### src/sv/bpa_pkg.sv
// Shared types, codes and defaults of the buddy page allocator.
package bpa_pkg;

  localparam int unsigned BPA_MAX_ORDER = 13;
  localparam int unsigned BPA_PAGES     = 4096;
  localparam int unsigned CFG_W         = 13;
  localparam int unsigned ORD_IN_W      = 4;
  localparam logic [CFG_W-1:0] CFG_RESET = 13'd4096;

  typedef enum logic [1:0] {
    REQ_ALLOC = 2'd0,
    REQ_FREE  = 2'd1,
    REQ_INIT  = 2'd2,
    REQ_NOP   = 2'd3
  } req_e;

  typedef enum logic [1:0] {
    STS_OK      = 2'd0,
    STS_NOMEM   = 2'd1,
    STS_ORDER   = 2'd2,
    STS_INVALID = 2'd3
  } sts_e;

  typedef enum logic [4:0] {
    U_NOP,
    U_LOAD,
    U_INIT_START,
    U_CLR,
    U_SET_ORDER,
    U_SET_NOMEM,
    U_SET_INV,
    U_APICK,
    U_FRD,
    U_FREL,
    U_UL,
    U_SPDEC,
    U_P1,
    U_P2,
    U_AFIN,
    U_PFIN,
    U_MRD,
    U_LRD,
    U_MUP,
    U_INIT_PG,
    U_EMIT
  } uop_e;

  typedef struct packed {
    req_e req;
    logic ord_big;
    logic any_free;
    logic clr_last;
    logic init_more;
    logic fchk_bad;
    logic split_done;
    logic bok;
    logic m_stop;
    logic m_ok;
    logic out_free;
  } bpa_stat_t;

endpackage

### src/sv/bpa_ctrl.sv
// Sequencer of the buddy page allocator: steps through alloc, free and init.
module bpa_ctrl import bpa_pkg::*; (
  input  logic      clk_i,
  input  logic      rst_ni,
  input  logic      in_valid_i,
  output logic      in_ready_o,
  input  bpa_stat_t stat_i,
  output uop_e      cmd_o
);

  typedef enum logic [13:0] {
    S_CLR   = 14'b00000000000001,
    S_IDLE  = 14'b00000000000010,
    S_DISP  = 14'b00000000000100,
    S_FCHK  = 14'b00000000001000,
    S_UL2   = 14'b00000000010000,
    S_SP0   = 14'b00000000100000,
    S_SP1   = 14'b00000001000000,
    S_P1    = 14'b00000010000000,
    S_P2    = 14'b00000100000000,
    S_M0    = 14'b00001000000000,
    S_M1    = 14'b00010000000000,
    S_MUP   = 14'b00100000000000,
    S_INEXT = 14'b01000000000000,
    S_FIN   = 14'b10000000000000
  } state_e;

  typedef enum logic [1:0] {
    MODE_ALLOC,
    MODE_FREE,
    MODE_INIT
  } mode_e;

  state_e state_q, state_d;
  mode_e  mode_q, mode_d;

  assign in_ready_o = (state_q == S_IDLE);

  always_comb begin
    state_d = state_q;
    mode_d  = mode_q;
    cmd_o   = U_NOP;
    unique case (state_q)
      S_CLR: begin
        cmd_o = U_CLR;
        if (stat_i.clr_last) begin
          state_d = (mode_q == MODE_INIT) ? S_INEXT : S_IDLE;
        end
      end
      S_IDLE: begin
        if (in_valid_i) begin
          cmd_o   = U_LOAD;
          state_d = S_DISP;
        end
      end
      S_DISP: begin
        unique case (stat_i.req)
          REQ_ALLOC: begin
            mode_d = MODE_ALLOC;
            if (stat_i.ord_big) begin
              cmd_o   = U_SET_ORDER;
              state_d = S_FIN;
            end else if (!stat_i.any_free) begin
              cmd_o   = U_SET_NOMEM;
              state_d = S_FIN;
            end else begin
              cmd_o   = U_APICK;
              state_d = S_UL2;
            end
          end
          REQ_FREE: begin
            mode_d  = MODE_FREE;
            cmd_o   = U_FRD;
            state_d = S_FCHK;
          end
          REQ_INIT: begin
            mode_d  = MODE_INIT;
            cmd_o   = U_INIT_START;
            state_d = S_CLR;
          end
          default: begin
            state_d = S_FIN;
          end
        endcase
      end
      S_FCHK: begin
        if (stat_i.fchk_bad) begin
          cmd_o   = U_SET_INV;
          state_d = S_FIN;
        end else begin
          cmd_o   = U_FREL;
          state_d = S_M0;
        end
      end
      S_UL2: begin
        cmd_o   = U_UL;
        state_d = (mode_q == MODE_ALLOC) ? S_SP0 : S_MUP;
      end
      S_SP0: begin
        if (stat_i.split_done) begin
          cmd_o   = U_AFIN;
          state_d = S_FIN;
        end else begin
          cmd_o   = U_SPDEC;
          state_d = S_SP1;
        end
      end
      S_SP1: begin
        if (stat_i.bok) begin
          cmd_o   = U_P1;
          state_d = S_P2;
        end else begin
          state_d = S_SP0;
        end
      end
      S_P1: begin
        cmd_o   = U_P1;
        state_d = S_P2;
      end
      S_P2: begin
        cmd_o = U_P2;
        unique case (mode_q)
          MODE_ALLOC: state_d = S_SP0;
          MODE_INIT:  state_d = S_INEXT;
          default:    state_d = S_FIN;
        endcase
      end
      S_M0: begin
        if (stat_i.m_stop) begin
          cmd_o   = U_PFIN;
          state_d = S_P1;
        end else begin
          cmd_o   = U_MRD;
          state_d = S_M1;
        end
      end
      S_M1: begin
        if (stat_i.m_ok) begin
          cmd_o   = U_LRD;
          state_d = S_UL2;
        end else begin
          cmd_o   = U_PFIN;
          state_d = S_P1;
        end
      end
      S_MUP: begin
        cmd_o   = U_MUP;
        state_d = S_M0;
      end
      S_INEXT: begin
        if (stat_i.init_more) begin
          cmd_o   = U_INIT_PG;
          state_d = S_M0;
        end else begin
          state_d = S_FIN;
        end
      end
      S_FIN: begin
        if (stat_i.out_free) begin
          cmd_o   = U_EMIT;
          state_d = S_IDLE;
        end
      end
      default: begin
        state_d = S_IDLE;
      end
    endcase
  end

  always_ff @(posedge clk_i or negedge rst_ni) begin
    if (!rst_ni) begin
      state_q <= S_CLR;
      mode_q  <= MODE_FREE;
    end else begin
      state_q <= state_d;
      mode_q  <= mode_d;
    end
  end

endmodule

### config.mk
export PLATFORM = sky130hd
export DESIGN_NAME = bpa_ctrl
export DESIGN_NICKNAME = d
export VERILOG_FILES = /design/src/sv/bpa_pkg.sv /design/src/sv/bpa_ctrl.sv
export SDC_FILE = /design/constraint.sdc
export NUM_CORES = 1
export LEC_CHECK = 0
export CORE_MARGIN = 4
export CORE_UTILIZATION = 48
export CTS_BUF_LIST = sky130_fd_sc_hd__clkbuf_8
export DETAILED_ROUTE_END_ITERATION = 12
export DONT_BUFFER_PORTS = 1
export HOLD_SLACK_MARGIN = 0.03
export PLACE_DENSITY = 0.75
export SYNTH_ARGS = -nofsm -noshare
export SYNTH_HDL_FRONTEND = slang
export SYNTH_SLANG_ARGS = --single-unit
### constraint.sdc
create_clock -name clk_i -period 2.1 [get_ports clk_i]
set_input_delay 0.42 -clock clk_i [delete_from_list [all_inputs] [get_ports clk_i]]
set_output_delay 0.42 -clock clk_i [all_outputs]
set_load 0.01 [all_outputs]
# --- Word level (Yosys, flattened, before mapping) ---
# Index checks and enable logic that the tools add are counted.
# Widths: inputs -> output; s select.
word_totals:
  register_bits: 16
  input_bits: 15
  out_inout_bits: 6
  elab_cells: 56
op_classes:
  eq_ne: 20
  muxes: 29
  n_reduce_logical: 5
ops:
  columns: ["cell", "count"]
  rows:
  - ["$pmux 14 s14", 1]
  - ["$mux 14", 8]
  - ["$pmux 5 s14", 1]
  - ["$pmux 14 s3", 1]
  - ["$pmux 14 s2", 1]
  - ["$mux 5", 4]
  - ["$eq 14x1->1 const B", 1]
  - ["$eq 14x10->1 const B", 1]
  - ["$eq 14x11->1 const B", 1]
  - ["$eq 14x12->1 const B", 1]
  - ["$eq 14x13->1 const B", 1]
  - ["$eq 14x14->1 const B", 1]
  - ["$eq 14x2->1 const B", 1]
  - ["$eq 14x3->1 const B", 1]
  - ["$eq 14x4->1 const B", 1]
  - ["$eq 14x5->1 const B", 1]
  - ["$eq 14x6->1 const B", 1]
  - ["$eq 14x7->1 const B", 1]
  - ["$eq 14x8->1 const B", 1]
  - ["$eq 14x9->1 const B", 1]
  - ["$mux 13", 1]
  - ["$mux 12", 1]
  - ["$pmux 4 s3", 1]
  - ["$mux 11", 1]
  - ["other kinds (14)", 20]

# --- Depth between registers and ports, before layout ---
depth:
  word_depth: 4
  mapped_depth: 7
  depth_no_buf: 6

# --- Worst setup path before layout ---
# Ideal clock, no wire load.
synth_path:
  path_type: "reg2out"
  from: "register state_q[11]"
  to: "output port cmd_o[0]"
  arrival_ps: 1677
  t_required_ps: 1680
  slack_ps: 3
  stages_incl_launch_ff: 8
  path_buffers: 2
  cell_sequence: "dfrtp_1 buf_6 nor4_4 and3_4 and3_1 buf_6 nand3b_1 nand4b_1"
synth_between:
  elab_chain_len: 2
  word_cells_on_any_way: 15
  classes_between: "eq/ne: 14; mux: 1"
synth_lines:
  columns: ["item", "line_no", "text"]
  rows:
  - ["start, declared", "bpa_ctrl.sv:34", "state_e state_q, state_d;"]
  - ["start signal, assigned", "bpa_ctrl.sv:175", "state_q <= state_d;"]
  - ["$eq 14x14->1, or another cell as far along", "bpa_ctrl.sv:43", "unique case (state_q)"]
  - ["$pmux 5 s14 (*)", "bpa_ctrl.sv:43", null]
  - ["end, declared", "bpa_ctrl.sv:8", "output uop_e cmd_o"]
# Every way passes the cells marked *; elsewhere a longest branch is shown, timed or not.

# --- Final worst setup path ---
layout_path:
  from: "register state_q[10]"
  to: "output port cmd_o[0]"
# The elaborated chain is that of the path after synthesis.

==> out/qor.log <==
INFO  finish         finish.instance_area=0.00165mm^2
INFO  yosys          synth.cell_area=0.00135mm^2
INFO  finish         fillCellCount=206
INFO  yosys          syn_area_per_cell=8.81um^2
INFO  sta            clock_skew=0.00232ns
INFO  floorplanning  die_height=61.0um
INFO  pwr            power.combinational.fraction=46.7%
INFO  clocking       clock_insertion_delay_at_the_later_pin_of_the_skew_report=0.25ns
INFO  yosys          ys.flop_type=sky130_fd_sc_hd__dfrtp_1
INFO  status         violations=setup timing
INFO  critical_path  path_max_fanout=4
INFO  finish         post-route-util=64.4%
INFO  hold_path      worst_hold_path_ep=state_q[5]
INFO  critical_path  rr_worst_depth=8
INFO  critical_path  worst_ep_arrival_time=1.84ns
INFO  clocking       cts_tree=done
INFO  sta            worst_pin_slew=0.727ns
INFO  hold_path      min_from=stat_i[3]
INFO  yosys          async_reset_ff_share=100%
INFO  critical_path  worstSetupStartpointType=flop
INFO  floorplanning  area_enclosed_by_the_die_boundary=0.00372mm^2
INFO  pwr            total_power=1.33mW
INFO  place          dp.final_hpwl=2.83mm
INFO  critical_path  critical_path.reg2reg.endpoint=state_q[5]
INFO  yosys          yosysWarnings=0
INFO  sta            final_min_period_over_clock_period=108%
INFO  drt            ant_nets=0
INFO  clocking       clock_tree.htree_level_count=1
INFO  drt            route.detailed.wl_per_inst=18.8um
INFO  finish         multi_input_area=920um^2
INFO  critical_path  reg2reg_slack=0.13ns
INFO  sta            post-route-min-period=2.26ns
INFO  grt            grt_util_all_layers=23.3%
INFO  grt            grt_max_degree=17
INFO  grt            initial_antenna_violation_count=0
INFO  pwr            internal-power=0.826mW
INFO  clocking       tritoncts_num_sinks=16
INFO  critical_path  required=1.68ns
INFO  grt            grt.overflow.total=0
INFO  yosys          postSynthCellCount=153
INFO  grt            grt_pass1_wl=6.29mm
INFO  floorplanning  core_area=0.00257mm^2
INFO  sta            achievable-frequency=442MHz
INFO  finish         final_cell_count_no_fill=204
INFO  drt            route.detailed.vias_per_inst=6.47
INFO  clocking       cts-root-to-sink-buffers=2
INFO  floorplanning  floorplan.initialDensity=52.5%
INFO  finish         layout-area-overhead-vs-synth=22.7%
INFO  pwr            netSwitchingFraction=38.0%
INFO  drt            vias=1,319
INFO  pwr            max-vdd-ir-drop=0.823mV
INFO  yosys          ys_seq_elements=16
INFO  flow_run       maxCapViolCount=0
INFO  sta            timing_max_transition_violations_final=0
INFO  drt            drc=0
INFO  place          port-buffer-count=0
INFO  sta            rsz0062_at_grt=true
INFO  place          gp_congestion=1.02
INFO  finish         antennaDiodeCount=0
INFO  finish         sequential_cell_area=403um^2
INFO  critical_path  setup.worst_path.class=flop to output port
INFO  hold_path      worstHoldPathCells=1
INFO  finish         drive_gt1_share=29.9%
INFO  pwr            power_density=805mW/mm^2
INFO  yosys          synth_fp_nets=174
INFO  critical_path  endpoint_kind=output port
INFO  drt            wl=3.84mm
INFO  place          dpl-instance-area=0.00148mm^2
INFO  floorplanning  chipWidth=61.0um
INFO  clocking       ctsRootBufferMaster=sky130_fd_sc_hd__clkbuf_8
INFO  sta            timing_hold_violations_final=0
INFO  drt            detail_route.first_pass.iterations=4
INFO  pwr            static-leakage-power=0.812nW
INFO  critical_path  worst_r2r_startpoint=state_q[4]
INFO  pwr            p_seq_share=32.7%
INFO  place          dp_cells=193
INFO  drt            initialDrtViolationCount=114
INFO  status         outcome=finished with violations
INFO  clocking       cts_inserted_buffers=3
INFO  hold_path      hp-class=primary input to flop
INFO  clocking       path_clk_slew=0.06ns
INFO  yosys          synth_edf_count=0
INFO  yosys          post_synth_num_cell_types=47
INFO  sta            setup_viol=5
INFO  yosys          synth_seq_area_share=29.9%
INFO  grt            first_global_vias=1,348
INFO  floorplanning  design.portCount=21
INFO  sta            headroom_to_the_max_slew_limit=51.4%
INFO  finish         finish.net_count=196
INFO  pwr            share_of_total_power_in_the_clock_network=20.6%
INFO  pwr            net-switching-power=0.506mW
INFO  sta            setup_ws=-0.165ns
INFO  floorplanning  site_rows=18
[logic make-up after synthesis]
logic type	Yosys count	synth area share (%)
AND/OR/NAND/NOR	83	40.9
AO/OA/AOI/OAI	22	11.7
buffers and inverters	18	6.31
flip-flops	16	29.9
adder cells (fa/ha/maj)	6	5.57
XOR/XNOR	5	3.25
multiplexers	3	2.41
[power groups by stage]
stage / sequential [mW] / clock [mW] / combinational (mW)
after global placement: 0.431 / 0 / 0.523
after global routing: 0.440 / 0.293 / 0.672
after floorplan: 0.404 / 0 / 0.390
after CTS: 0.430 / 0.276 / 0.625
after detailed placement: 0.434 / 0 / 0.526
final: 0.436 / 0.274 / 0.622
[sequential cells by signal, indices dropped and copies added, names as in the netlist]
name	flops
state_q	14
mode_q	2
[area by class of cell]
class                      instances  area share (%)
clock buffer                       4            3.33
inverter                           8            1.82
multi-input combinational        119            55.6
sequential                        16            24.4
tap                               30            2.27
timing repair buffer              27            12.6
[per-stage QoR]
stage	hold WS, ns	setup TNS, ns	setup slack [ns]
CTS	0.301	-0.499	-0.130
global route	0.272	-1.33	-0.277
detailed placement	0.125	0	0.0260
finish	0.282	-0.683	-0.165
global placement	0.125	0	0.0669
floorplan	0.124	0	0.00338
[worst max-delay path, cell delays in order (launching register included)]
cell,delay [ns]
sky130_fd_sc_hd__dfrtp_1,0.41
sky130_fd_sc_hd__nor4_4,0.33
sky130_fd_sc_hd__buf_4,0.18
sky130_fd_sc_hd__nand3_2,0.09
sky130_fd_sc_hd__nor3_4,0.20
sky130_fd_sc_hd__and3b_1,0.21
sky130_fd_sc_hd__nand4b_1,0.16
[worst max path at each step]
stage	from	to	slack (ns)	cells past startpoint
finish	state_q[10]	cmd_o[0]	-0.16	6
global route	state_q[4]	cmd_o[3]	-0.28	6
CTS	state_q[10]	cmd_o[0]	-0.13	6
detailed placement	state_q[10]	cmd_o[0]	0.03	6
global placement	state_q[10]	cmd_o[0]	0.07	6
floorplan	state_q[11]	cmd_o[0]	0.003	7
[Yosys cell counts, drive strengths merged (2+ instances only)]
library cell  instances  area [um^2]
and3                  5         37.5
o21a                  2         15.0
a21o                  2         15.0
xor2                  3         26.3
a211oi                3         22.5
dfrtp                14          350
nand4                 9         56.3
nand3b                5         37.5
o22ai                 2         12.5
nand3                 8         45.0
inv                   8         30.0
nor4                  9          101
nor3b                 2         15.0
nand2b                7         43.8
o21ai                 5         28.8
buf                   5         36.3
mux2                  2         22.5
nand2                 7         33.8
nor3                  8         45.0
a21oi                 2         10.0
ha                    6         75.1
nor2b                 5         31.3
dfstp                 2         52.6
o32ai                 2         17.5
clkbuf                5         18.8
nor2                 11         43.8
nor4b                 3         26.3
xnor2                 2         17.5
[placed cells by master, fill, tap and decap left out, types with 2 or more instances in the layout]
cell,instances
sky130_fd_sc_hd__a211oi_1,2
sky130_fd_sc_hd__a21o_1,2
sky130_fd_sc_hd__and3_1,2
sky130_fd_sc_hd__and3_4,2
sky130_fd_sc_hd__buf_4,25
sky130_fd_sc_hd__clkbuf_8,4
sky130_fd_sc_hd__dfrtp_1,14
sky130_fd_sc_hd__dfstp_2,2
sky130_fd_sc_hd__ha_1,6
sky130_fd_sc_hd__inv_1,8
sky130_fd_sc_hd__mux2_2,2
sky130_fd_sc_hd__nand2_1,6
sky130_fd_sc_hd__nand2b_1,7
sky130_fd_sc_hd__nand3_1,7
sky130_fd_sc_hd__nand3b_1,5
sky130_fd_sc_hd__nand4_1,9
sky130_fd_sc_hd__nor2_1,10
sky130_fd_sc_hd__nor2b_1,5
sky130_fd_sc_hd__nor3_1,7
sky130_fd_sc_hd__nor4_1,5
sky130_fd_sc_hd__nor4_4,3
sky130_fd_sc_hd__nor4b_1,2
sky130_fd_sc_hd__o21a_1,2
sky130_fd_sc_hd__o21ai_0,3
sky130_fd_sc_hd__xnor2_1,2
sky130_fd_sc_hd__xor2_1,3
[metal layers]
| metal | global-route usage, % | share of wire (%) | vias to the layer above |
|---|---|---|---|
| li1 | - | - | 609 |
| met1 | 28.5 | 38 | 622 |
| met2 | 37.4 | 49 | 68 |
| met3 | 5.96 | 8.2 | 20 |
| met4 | 12.4 | 4.7 | 0 |
| met5 | 0 | 0 | - |
[timing repair]
action	in CTS	in global routing
setup endpoints to repair	5	7
buffers inserted	8	1
gates resized for setup	8	5
hold buffers	1	0
pin swaps	3	6
endpoints found under the hold margin	16	0
(Power assumes the default switching activity.)
